==> src/sv/rgvc_pkg.sv <==
`default_nettype none
package rgvc_pkg;

  // Configuration port
  localparam int unsigned CfgIndexW = 4;
  localparam logic [CfgIndexW-1:0] CFG_IDX_OBSTACLE = 4'd0;
  localparam logic [CfgIndexW-1:0] CFG_IDX_TURN_HOLD = 4'd1;
  localparam logic [15:0] OBSTACLE_TICKS_RESET = 16'd60;
  localparam logic [15:0] TURN_HOLD_RESET = 16'd2500;

  // Raw command codes on the input channel
  localparam logic [1:0] CMD_ECHO = 2'd0;
  localparam logic [1:0] CMD_BYTE = 2'd1;
  localparam logic [1:0] CMD_TICK = 2'd2;

  // Tag numbers with a meaning of their own (1-based)
  localparam logic [4:0] TAG_GUIDE_A = 5'd1;
  localparam logic [4:0] TAG_GUIDE_B = 5'd2;
  localparam logic [4:0] TAG_LEFT = 5'd3;
  localparam logic [4:0] TAG_RIGHT = 5'd4;
  localparam logic [4:0] TAG_GUIDE_C = 5'd5;
  localparam logic [4:0] TAG_DEST = 5'd6;
  localparam logic [4:0] TAG_WRONG = 5'd8;
  localparam logic [4:0] TAG_NONE = 5'd0;

  typedef enum logic [1:0] {
    MOTOR_STOP  = 2'd0,
    MOTOR_FWD   = 2'd1,
    MOTOR_LEFT  = 2'd2,
    MOTOR_RIGHT = 2'd3
  } motor_e;

  typedef enum logic [2:0] {
    EV_NONE     = 3'd0,
    EV_OBSTACLE = 3'd1,
    EV_DEST     = 3'd2,
    EV_WRONG    = 3'd3,
    EV_MATCH    = 3'd4
  } event_e;

  // Classified request kind; zero bytes and unused commands become KIND_NOP
  typedef enum logic [1:0] {
    KIND_ECHO = 2'd0,
    KIND_BYTE = 2'd1,
    KIND_TICK = 2'd2,
    KIND_NOP  = 2'd3
  } kind_e;

  typedef struct packed {
    kind_e      kind;
    logic       echo_below;
    logic [7:0] rx_byte;
  } item_t;

  // Fixed tag table; characters beyond the text and rows beyond it read as zero
  localparam int unsigned TextChars = 12;
  localparam int unsigned TextTags = 9;
  localparam logic [8*TextChars-1:0] TAG_TEXT [TextTags] = '{
    "150011840383", "1500117AE997", "1500115B3F60",
    "150011566B39", "15001140D195", "150011840282",
    "15001179C0BD", "150011743E4E", "1500117D1F66"
  };

  function automatic logic [7:0] tag_char(input int unsigned t, input int unsigned c);
    logic [7:0] ch;
    ch = 8'h00;
    if (t < TextTags && c < TextChars) begin
      ch = TAG_TEXT[t][8*(TextChars-1-c) +: 8];
    end
    return ch;
  endfunction

endpackage
`default_nettype wire

==> src/sv/rgvc_front.sv <==
`default_nettype none
module rgvc_front (
  input  wire logic [1:0]    command_i,
  input  wire logic [15:0]   echo_ticks_i,
  input  wire logic [7:0]    rx_byte_i,
  input  wire logic [15:0]   obstacle_ticks_i,
  output rgvc_pkg::item_t    item_o
);

  always_comb begin
    item_o.echo_below = (echo_ticks_i < obstacle_ticks_i);
    item_o.rx_byte    = rx_byte_i;
    unique case (command_i)
      rgvc_pkg::CMD_ECHO: item_o.kind = rgvc_pkg::KIND_ECHO;
      rgvc_pkg::CMD_BYTE: begin
        // drop zero bytes here
        item_o.kind = (rx_byte_i != 8'h00) ? rgvc_pkg::KIND_BYTE : rgvc_pkg::KIND_NOP;
      end
      rgvc_pkg::CMD_TICK: item_o.kind = rgvc_pkg::KIND_TICK;
      default:            item_o.kind = rgvc_pkg::KIND_NOP;
    endcase
  end

endmodule
`default_nettype wire

==> src/sv/rgvc_fifo.sv <==
`default_nettype none
module rgvc_fifo #(
  parameter int unsigned Width = 11,
  parameter int unsigned Depth = 2
) (
  input  wire logic             clk_i,
  input  wire logic             rst_ni,
  input  wire logic             push_valid_i,
  input  wire logic [Width-1:0] push_data_i,
  output logic                  push_ready_o,
  output logic                  pop_valid_o,
  output logic [Width-1:0]      pop_data_o,
  input  wire logic             pop_ready_i
);

  localparam int unsigned PtrW = (Depth > 1) ? $clog2(Depth) : 1;
  localparam int unsigned CntW = $clog2(Depth + 1);

  logic [Width-1:0] mem_q [Depth];
  logic [PtrW-1:0]  wr_ptr_q, wr_ptr_d, rd_ptr_q, rd_ptr_d;
  logic [CntW-1:0]  cnt_q, cnt_d;
  logic             push, pop;

  assign push_ready_o = (cnt_q != CntW'(Depth));
  assign pop_valid_o  = (cnt_q != '0);
  assign pop_data_o   = mem_q[rd_ptr_q];
  assign push         = push_valid_i && push_ready_o;
  assign pop          = pop_valid_o && pop_ready_i;

  always_comb begin
    wr_ptr_d = wr_ptr_q;
    rd_ptr_d = rd_ptr_q;
    cnt_d    = cnt_q;
    if (push) begin
      wr_ptr_d = (wr_ptr_q == PtrW'(Depth - 1)) ? '0 : wr_ptr_q + 1'b1;
    end
    if (pop) begin
      rd_ptr_d = (rd_ptr_q == PtrW'(Depth - 1)) ? '0 : rd_ptr_q + 1'b1;
    end
    if (push && !pop) begin
      cnt_d = cnt_q + 1'b1;
    end else if (pop && !push) begin
      cnt_d = cnt_q - 1'b1;
    end
  end

  always_ff @(posedge clk_i or negedge rst_ni) begin
    if (!rst_ni) begin
      wr_ptr_q <= '0;
      rd_ptr_q <= '0;
      cnt_q    <= '0;
    end else begin
      wr_ptr_q <= wr_ptr_d;
      rd_ptr_q <= rd_ptr_d;
      cnt_q    <= cnt_d;
    end
  end

  always_ff @(posedge clk_i) begin
    if (push) begin
      mem_q[wr_ptr_q] <= push_data_i;
    end
  end

endmodule
`default_nettype wire

==> src/sv/rgvc_back.sv <==
`default_nettype none
module rgvc_back #(
  parameter int unsigned TAG_CHARS = 12,
  parameter int unsigned NUM_TAGS  = 9
) (
  input  wire logic            clk_i,
  input  wire logic            rst_ni,
  input  wire logic            item_valid_i,
  input  wire rgvc_pkg::item_t item_i,
  output logic                 item_ready_o,
  input  wire logic [15:0]     turn_hold_ms_i,
  output logic                 out_valid_o,
  input  wire logic            out_ready_i,
  output logic [1:0]           motor_code_o,
  output logic [2:0]           event_code_o,
  output logic [3:0]           tag_index_o
);

  localparam int unsigned PosW = (TAG_CHARS > 1) ? $clog2(TAG_CHARS) : 1;

  logic [7:0]        frame_q [TAG_CHARS];
  logic [PosW-1:0]   count_q, count_d;
  logic              phase_q, phase_d;
  logic              obst_q, obst_d;
  logic [15:0]       timer_q, timer_d;
  rgvc_pkg::motor_e  motor_q, motor_d;
  rgvc_pkg::event_e  event_d;
  logic [4:0]        idx_d;
  logic [4:0]        match_idx;
  logic [7:0]        frame_now [TAG_CHARS];
  logic              out_valid_q;
  logic              take;
  logic              last_char;
  logic              byte_write;

  assign item_ready_o = !out_valid_q || out_ready_i;
  assign take         = item_valid_i && item_ready_o;
  assign out_valid_o  = out_valid_q;
  assign last_char    = (count_q == PosW'(TAG_CHARS - 1));
  assign byte_write   = take && (item_i.kind == rgvc_pkg::KIND_BYTE) && (timer_q == 16'd0);

  // Frame as it stands with the incoming byte in place
  always_comb begin
    for (int c = 0; c < TAG_CHARS; c++) begin
      frame_now[c] = (PosW'(c) == count_q) ? item_i.rx_byte : frame_q[c];
    end
  end

  // Lowest matching tag wins
  always_comb begin
    logic same;
    match_idx = rgvc_pkg::TAG_NONE;
    for (int t = NUM_TAGS - 1; t >= 0; t--) begin
      same = 1'b1;
      for (int c = 0; c < TAG_CHARS; c++) begin
        if (frame_now[c] != rgvc_pkg::tag_char(t, c)) begin
          same = 1'b0;
        end
      end
      if (same) begin
        match_idx = 5'(t + 1);
      end
    end
  end

  always_comb begin
    count_d = count_q;
    phase_d = phase_q;
    obst_d  = obst_q;
    timer_d = timer_q;
    motor_d = motor_q;
    event_d = rgvc_pkg::EV_NONE;
    idx_d   = rgvc_pkg::TAG_NONE;
    unique case (item_i.kind)
      rgvc_pkg::KIND_ECHO: begin
        if (!phase_q && timer_q == 16'd0) begin
          if (item_i.echo_below) begin
            if (!obst_q) begin
              motor_d = rgvc_pkg::MOTOR_STOP;
              obst_d  = 1'b1;
              event_d = rgvc_pkg::EV_OBSTACLE;
            end
          end else begin
            motor_d = rgvc_pkg::MOTOR_FWD;
            obst_d  = 1'b0;
          end
        end
      end
      rgvc_pkg::KIND_BYTE: begin
        if (timer_q == 16'd0) begin
          if (last_char) begin
            count_d = '0;
            idx_d   = match_idx;
            if (match_idx != rgvc_pkg::TAG_NONE) begin
              event_d = rgvc_pkg::EV_MATCH;
              if (!phase_q) begin
                if (match_idx == rgvc_pkg::TAG_GUIDE_A || match_idx == rgvc_pkg::TAG_GUIDE_B ||
                    match_idx == rgvc_pkg::TAG_GUIDE_C) begin
                  motor_d = rgvc_pkg::MOTOR_FWD;
                end else if (match_idx == rgvc_pkg::TAG_LEFT ||
                             match_idx == rgvc_pkg::TAG_RIGHT) begin
                  timer_d = turn_hold_ms_i;
                  if (turn_hold_ms_i == 16'd0) begin
                    motor_d = rgvc_pkg::MOTOR_FWD;
                  end else if (match_idx == rgvc_pkg::TAG_LEFT) begin
                    motor_d = rgvc_pkg::MOTOR_LEFT;
                  end else begin
                    motor_d = rgvc_pkg::MOTOR_RIGHT;
                  end
                end else if (match_idx == rgvc_pkg::TAG_DEST) begin
                  motor_d = rgvc_pkg::MOTOR_STOP;
                  phase_d = 1'b1;
                  event_d = rgvc_pkg::EV_DEST;
                end
              end else if (match_idx == rgvc_pkg::TAG_WRONG) begin
                event_d = rgvc_pkg::EV_WRONG;
              end
            end
          end else begin
            count_d = count_q + 1'b1;
          end
        end
      end
      rgvc_pkg::KIND_TICK: begin
        if (timer_q != 16'd0) begin
          timer_d = timer_q - 16'd1;
          if (timer_q == 16'd1) begin
            motor_d = rgvc_pkg::MOTOR_FWD;
          end
        end
      end
      rgvc_pkg::KIND_NOP: begin
      end
      default: begin
      end
    endcase
  end

  always_ff @(posedge clk_i or negedge rst_ni) begin
    if (!rst_ni) begin
      count_q     <= '0;
      phase_q     <= 1'b0;
      obst_q      <= 1'b0;
      timer_q     <= 16'd0;
      motor_q     <= rgvc_pkg::MOTOR_FWD;
      out_valid_q <= 1'b0;
    end else begin
      if (take) begin
        count_q <= count_d;
        phase_q <= phase_d;
        obst_q  <= obst_d;
        timer_q <= timer_d;
        motor_q <= motor_d;
      end
      if (take) begin
        out_valid_q <= 1'b1;
      end else if (out_ready_i) begin
        out_valid_q <= 1'b0;
      end
    end
  end

  always_ff @(posedge clk_i) begin
    if (byte_write) begin
      frame_q[count_q] <= item_i.rx_byte;
    end
    if (take) begin
      motor_code_o <= motor_d;
      event_code_o <= event_d;
      tag_index_o  <= idx_d[3:0];
    end
  end

endmodule
`default_nettype wire

==> src/sv/rfid_guided_vehicle_controller_top.sv <==
`default_nettype none
// Tag-guided vehicle controller. Each request carries a command: an echo
// reading, a reader byte or a millisecond tick; each one returns exactly one
// result with the motor state after the request, an event code and the index
// of a matched tag. The block takes one request per clock cycle while the
// result side is not stalled. The front stage classifies each accepted request
// into a two-entry queue; the back stage, with its state update and nine
// parallel tag compares, pops it and executes it into an output register.
// Either side may stall on its own.
// Configuration writes (index 0 obstacle_ticks, index 1 turn_hold_ms, other
// indexes dropped) are always ready and belong to idle periods; no clearing
// pass runs after reset.
module rfid_guided_vehicle_controller_top #(
  parameter int unsigned TAG_CHARS = 12,
  parameter int unsigned NUM_TAGS  = 9
) (
  input  wire logic                          clk_i,
  input  wire logic                          rst_ni,
  // request channel
  input  wire logic                          in_valid_i,
  output logic                               in_ready_o,
  input  wire logic [1:0]                    command_i,
  input  wire logic [15:0]                   echo_ticks_i,
  input  wire logic [7:0]                    rx_byte_i,
  // result channel
  output logic                               out_valid_o,
  input  wire logic                          out_ready_i,
  output logic [1:0]                         motor_code_o,
  output logic [2:0]                         event_code_o,
  output logic [3:0]                         tag_index_o,
  // configuration channel
  input  wire logic                          cfg_valid_i,
  output logic                               cfg_ready_o,
  input  wire logic [rgvc_pkg::CfgIndexW-1:0] cfg_index_i,
  input  wire logic [15:0]                   cfg_data_i
);

  logic [15:0]     obstacle_ticks_q;
  logic [15:0]     turn_hold_q;
  rgvc_pkg::item_t front_item;
  rgvc_pkg::item_t queue_item;
  logic            queue_valid;
  logic            back_ready;
  logic            cfg_write;

  // Configuration registers; always accept, drop unknown indexes
  assign cfg_ready_o = 1'b1;
  assign cfg_write   = cfg_valid_i && cfg_ready_o;

  always_ff @(posedge clk_i or negedge rst_ni) begin
    if (!rst_ni) begin
      obstacle_ticks_q <= rgvc_pkg::OBSTACLE_TICKS_RESET;
      turn_hold_q      <= rgvc_pkg::TURN_HOLD_RESET;
    end else if (cfg_write) begin
      if (cfg_index_i == rgvc_pkg::CFG_IDX_OBSTACLE) begin
        obstacle_ticks_q <= cfg_data_i;
      end else if (cfg_index_i == rgvc_pkg::CFG_IDX_TURN_HOLD) begin
        turn_hold_q <= cfg_data_i;
      end
    end
  end

  // Front: classify the request (command kind, zero byte, obstacle compare)
  rgvc_front u_front (
    .command_i        (command_i),
    .echo_ticks_i     (echo_ticks_i),
    .rx_byte_i        (rx_byte_i),
    .obstacle_ticks_i (obstacle_ticks_q),
    .item_o           (front_item)
  );

  // Queue between front and back; its free space sets in_ready_o
  rgvc_fifo #(
    .Width ($bits(rgvc_pkg::item_t)),
    .Depth (2)
  ) u_fifo (
    .clk_i        (clk_i),
    .rst_ni       (rst_ni),
    .push_valid_i (in_valid_i),
    .push_data_i  (front_item),
    .push_ready_o (in_ready_o),
    .pop_valid_o  (queue_valid),
    .pop_data_o   (queue_item),
    .pop_ready_i  (back_ready)
  );

  // Back: frame assembly, tag match, motor and phase state, result register
  rgvc_back #(
    .TAG_CHARS (TAG_CHARS),
    .NUM_TAGS  (NUM_TAGS)
  ) u_back (
    .clk_i          (clk_i),
    .rst_ni         (rst_ni),
    .item_valid_i   (queue_valid),
    .item_i         (queue_item),
    .item_ready_o   (back_ready),
    .turn_hold_ms_i (turn_hold_q),
    .out_valid_o    (out_valid_o),
    .out_ready_i    (out_ready_i),
    .motor_code_o   (motor_code_o),
    .event_code_o   (event_code_o),
    .tag_index_o    (tag_index_o)
  );

endmodule
`default_nettype wire

==> config.mk <==
export PLATFORM = sky130hd
export DESIGN_NAME = rfid_guided_vehicle_controller_top
export DESIGN_NICKNAME = d
export VERILOG_FILES = /design/src/sv/rgvc_pkg.sv /design/src/sv/rgvc_front.sv /design/src/sv/rgvc_fifo.sv /design/src/sv/rgvc_back.sv /design/src/sv/rfid_guided_vehicle_controller_top.sv
export SDC_FILE = /design/constraint.sdc
export NUM_CORES = 1
export LEC_CHECK = 0
export ABC_CLOCK_PERIOD_IN_PS = 3700
export BUFFER_PORTS_ARGS = -buffer_cell sky130_fd_sc_hd__buf_2
export CAP_MARGIN = 20
export CORE_ASPECT_RATIO = 0.8
export CORE_MARGIN = 3
export CORE_UTILIZATION = 50
export DETAILED_ROUTE_END_ITERATION = 10
export GPL_TIMING_DRIVEN = 0
export PLACE_DENSITY = 0.7
export SLEW_MARGIN = 20
export SYNTH_ARGS = -nofsm -noshare
export SYNTH_HDL_FRONTEND = slang
export SYNTH_SLANG_ARGS = --single-unit
export TNS_END_PERCENT = 50
==> constraint.sdc <==
create_clock -name clk_i -period 3.7 [get_ports clk_i]
set_input_delay 0.74 -clock clk_i [delete_from_list [all_inputs] [get_ports clk_i]]
set_output_delay 0.74 -clock clk_i [all_outputs]
set_load 0.03 [all_outputs]
==> impl_results.rst <==
.. list-table::
   :header-rows: 1

   * - Metric
     - Value
   * - Result of the run
     - finished with violations
   * - Failing checks
     - setup timing
   * - Combined area of the multi-input logic cells
     - 0.00411 sq mm
   * - Die outline width
     - 160 microns
   * - Maximum number of pins on one net before global-route repair
     - 54
   * - H-tree level count
     - 4
   * - Vias in the first global route
     - 6,937
   * - Worst stage delay on the critical path
     - 0.76 ns
   * - Post-synthesis async set-or-reset flop share
     - 32.4%
   * - Core Util, Final
     - 61.5%
   * - Synth Warn #
     - 0
   * - Netlist Area Pre-Place
     - 0.00944 sq mm
   * - Overall via count from detail_route
     - 7,440
   * - I/O Pins
     - 63
   * - Number of max-slew violations in the final report
     - 0
   * - Buffer depth of the longest clock path
     - 2
   * - HPWL after detailed placement
     - 17,600 microns
   * - Final worst hold slack
     - 0.116 ns
   * - Slowest library cell on the worst path
     - sky130_fd_sc_hd__or4b_2
   * - Number of fill cells
     - 1,476
   * - Std-Cell Rows
     - 44
   * - Global route overflow
     - 0
   * - Buffers on Ports
     - 61
   * - Type of the tightest min-delay check
     - input pin to asynchronous set/reset pin
   * - Sequential fraction of the synthesis area
     - 56.7%
   * - Static leakage power
     - 4.21 nW
   * - Skew-Pair Late Insertion Delay
     - 0.44 ns
   * - Total of flip-flops plus latches after synthesis
     - 188
   * - Drc violations
     - 0
   * - Final sum of negative setup slack
     - -0.000123 ns
   * - Worst slew margin relative to its limit
     - 32.2%
   * - Root Buffer
     - sky130_fd_sc_hd__clkbuf_16
   * - Cell chain of the critical path
     - inv_2, ha_4, and3b_1, or4b_2, o41a_1, o21bai_1, or4_1, and2_1, o2111a_1, o21ai_1, a21oi_1
   * - Placement-stage worst setup slack
     - -0.823 ns
   * - Part of the cycle the worst path needs
     - 100%
   * - Fraction of layout cells with a size suffix above 1
     - 25.1%
   * - Synth Net Count
     - 902
   * - DRT iter0 DRCs
     - 952
   * - Via-to-Cell Ratio
     - 6.15
   * - DRT Wirelength
     - 25,100 microns
   * - Unrepaired setup endpoints after global routing
     - yes
   * - Global-route track usage on met1
     - 36.1%
   * - Crit path buf inv count
     - 1
   * - Peak fanout along the critical path
     - 8
   * - Num CTS Buffers
     - 17
   * - CP arrival
     - 3.88 ns
   * - Net total in the final layout
     - 1,016
   * - Post-Route Skew
     - 0.00974 ns
   * - Global routing usage on met2
     - 33.9%
   * - Total design power
     - 6.74 mW
   * - Pwr Density
     - 597 mW/mm^2
   * - Required arrival time at the worst endpoint
     - 3.88 ns
   * - Count of endpoints failing hold in the final timing report
     - 0
   * - GRT busiest layer
     - met1
   * - Number of nets with antenna violations after routing
     - 0
   * - # setup viols final
     - 1
   * - Average wire per standard cell
     - 20.8 microns
   * - Post-route cell area
     - 0.0113 sq mm
   * - Vertical die dimension
     - 129 microns
   * - Clock period minus final worst setup slack
     - 3.70 ns
   * - Endpoint kind of the worst setup timing path
     - flip-flop
   * - Avg Inst Size Synth
     - 11.4 sq um
   * - Routability Congestion
     - 1.03
   * - TritonCTS clock tree
     - done
   * - Met3 routing resource usage after global routing
     - 7.69%
   * - ANT cells
     - 0
   * - Synth Instances
     - 829
   * - Gr usage total
     - 23.9%
   * - Number of buffers added to fix hold violations after cts
     - 0
   * - Worst IR drop on VDD
     - 448 uV
   * - Post-route insts no fill
     - 1,209
   * - Total of max-cap violations
     - 0
   * - Clock-pin slew on the worst setup and hold paths
     - 0.08 ns
   * - Cell variety after synth
     - 86
   * - Count of TritonRoute iterations in the first routing pass
     - 5
   * - Placed Cells incl. Taps
     - 1,144
   * - Cell family contributing the most delay on the critical path
     - simple AND/OR/NAND/NOR gates
   * - Number of antenna violations at the first check in global routing
     - 0
   * - F_max
     - 270 MHz
   * - Area used by sequential logic in the layout
     - 0.00536 sq mm
   * - Count of flip-flops with a built-in enable after synthesis
     - 127
   * - Starting utilization of the core area
     - 51.5%
   * - Area of the die
     - 0.0206 sq mm
   * - Ys flop type
     - sky130_fd_sc_hd__edfxtp_1
   * - Placed standard-cell area
     - 0.0101 sq mm
   * - Area delta synth->final
     - 19.5%
   * - Wire length of the first global-routing pass
     - 38,100 microns
   * - Worst Setup Path Type
     - flip-flop to flip-flop
   * - Measured slew at the worst slew-check pin
     - 1.01 ns
   * - Post-route worst setup slack
     - -0.000123 ns
   * - Sinks on Clock Net
     - 188
   * - Core area
     - 0.0183 sq mm
   * - CP startpoint kind
     - flip-flop
-- power by group --
part | leakage [nW] | internal (mW) | total [mW] | switching, mW
Clock | 0.290 | 0.910 | 1.82 | 0.906
Combinational | 2.06 | 0.716 | 1.97 | 1.25
Sequential | 1.86 | 2.72 | 2.95 | 0.233
-- worst reg2reg max path, cell delays in order, from the launching register on --
cell and delay, ns:
sky130_fd_sc_hd__dfrtp_2 0.44, sky130_fd_sc_hd__inv_2 0.10, sky130_fd_sc_hd__ha_4 0.20, sky130_fd_sc_hd__and3b_1 0.31, sky130_fd_sc_hd__or4b_2 0.76, sky130_fd_sc_hd__o41a_1 0.17, sky130_fd_sc_hd__o21bai_1 0.21, sky130_fd_sc_hd__or4_1 0.57
sky130_fd_sc_hd__and2_1 0.22, sky130_fd_sc_hd__o2111a_1 0.18, sky130_fd_sc_hd__o21ai_1 0.19, sky130_fd_sc_hd__a21oi_1 0.10
-- routing by layer --
metal	routed length [microns]	vias to the layer above
li1	-	3411
met4	374	0
met5	0	-
met3	2510	49
met2	10400	377
met1	11800	3603
-- synth_stat cells, drive strengths merged, types with 10 or more instances --
library cell	count	share of area, %
nor3b	12	0.95
nor4b	13	1.2
buf	12	0.70
mux2	22	2.7
dfstp	10	2.8
nor3	19	1.0
nand2b	16	1.1
nand2	58	2.3
nor2	80	3.2
nand3b	14	1.1
edfxtp	127	40
dfrtp	51	14
a21oi	43	2.3
inv	32	1.3
nand3	12	0.64
ha	22	2.9
o21ai	55	3.0
clkbuf	19	0.76
mux2i	14	1.6
nor4	26	1.7
-- kinds of logic (layout without fill, tap and decap cells) --
group           count (synthesis)  in the layout  synth area share (%)
mux                            36             36                  4.28
fa+ha+maj                      22             22                  2.92
simple gates                  323            323                  19.4
other cells                     1              1                0.0397
xor+xnor                        6              6                 0.557
flops                         188            188                  56.7
buf+inv                        63            190                  2.76
compound gates                190            190                  13.4
-- path summary, 6_finish.rpt --
| check | from | to | slack [ns] | cells after the start |
|---|---|---|---|---|
| min in group clk_i | u_fifo.wr_ptr_q$_DFFE_PN0P_ | u_fifo.wr_ptr_q$_DFFE_PN0P_ | 0.49 | 1 |
| worst min register to register | u_fifo.wr_ptr_q$_DFFE_PN0P_ | u_fifo.wr_ptr_q$_DFFE_PN0P_ | 0.49 | 1 |
| worst max register to register | u_back.count_q[0]$_DFFE_PN0P_ | u_back.motor_code_o[0]$_DFFE_PP_ | -0.0001 | 11 |
| worst min-delay path | rst_ni | u_back.timer_q[3]$_DFFE_PN0P_ | 0.12 | 1 |
| max in group asynchronous | rst_ni | obstacle_ticks_q[3]$_DFFE_PN1P_ | 3.04 | 2 |
| worst max-delay path | u_back.count_q[0]$_DFFE_PN0P_ | u_back.motor_code_o[0]$_DFFE_PP_ | -0.0001 | 11 |
-- registers in the layout, summed over array words and instances (netlist names), 2 cells and up --
register,cells
turn_hold_q,16
obstacle_ticks_q,16
u_back.event_code_o,3
u_fifo.cnt_q,2
u_back.timer_q,16
u_back.count_q,4
u_back.motor_q,2
u_back.frame_q,96
u_back.motor_code_o,2
u_fifo.mem_q,22
u_back.tag_index_o,4
-- placed cells by master (no fill, tap or decap), types with 9 or more instances in the layout --
cell type,n
sky130_fd_sc_hd__edfxtp_1,127
sky130_fd_sc_hd__o21ai_0,30
sky130_fd_sc_hd__buf_2,65
sky130_fd_sc_hd__nand2_1,57
sky130_fd_sc_hd__ha_1,18
sky130_fd_sc_hd__dfstp_2,10
sky130_fd_sc_hd__nor4_1,21
sky130_fd_sc_hd__nor3b_1,12
sky130_fd_sc_hd__mux2_2,21
sky130_fd_sc_hd__a21o_1,9
sky130_fd_sc_hd__nor3_1,18
sky130_fd_sc_hd__dfrtp_1,49
sky130_fd_sc_hd__inv_1,26
sky130_fd_sc_hd__clkbuf_1,11
sky130_fd_sc_hd__nand3_1,12
sky130_fd_sc_hd__nor2_1,80
sky130_fd_sc_hd__nor4b_1,11
sky130_fd_sc_hd__clkbuf_16,17
sky130_fd_sc_hd__nand2b_1,15
sky130_fd_sc_hd__a21oi_1,43
sky130_fd_sc_hd__nand3b_1,14
sky130_fd_sc_hd__o21ai_1,21
sky130_fd_sc_hd__buf_4,39
-- timing repair --
item,4_1_cts,5_1_grt
setup buffers,20,17
endpoints found under the hold margin,0,0
endpoints found under the setup margin,45,65
pin swaps,12,14
resized for setup,33,52
cloned,0,1
-- final cells by class --
type / instances / share of cell area [%]
Buffer: 26 / 1.32
Inverter: 32 / 1.21
Tap cell: 253 / 2.81
Clock buffer: 17 / 3.77
Timing Repair inverter: 1 / 0.0444
Timing Repair Buffer: 99 / 5.55
Clock inverter: 15 / 1.42
Sequential cell: 188 / 47.5
Multi-Input combinational cell: 578 / 36.4
Note: power is estimated with default switching activity, not from simulation.
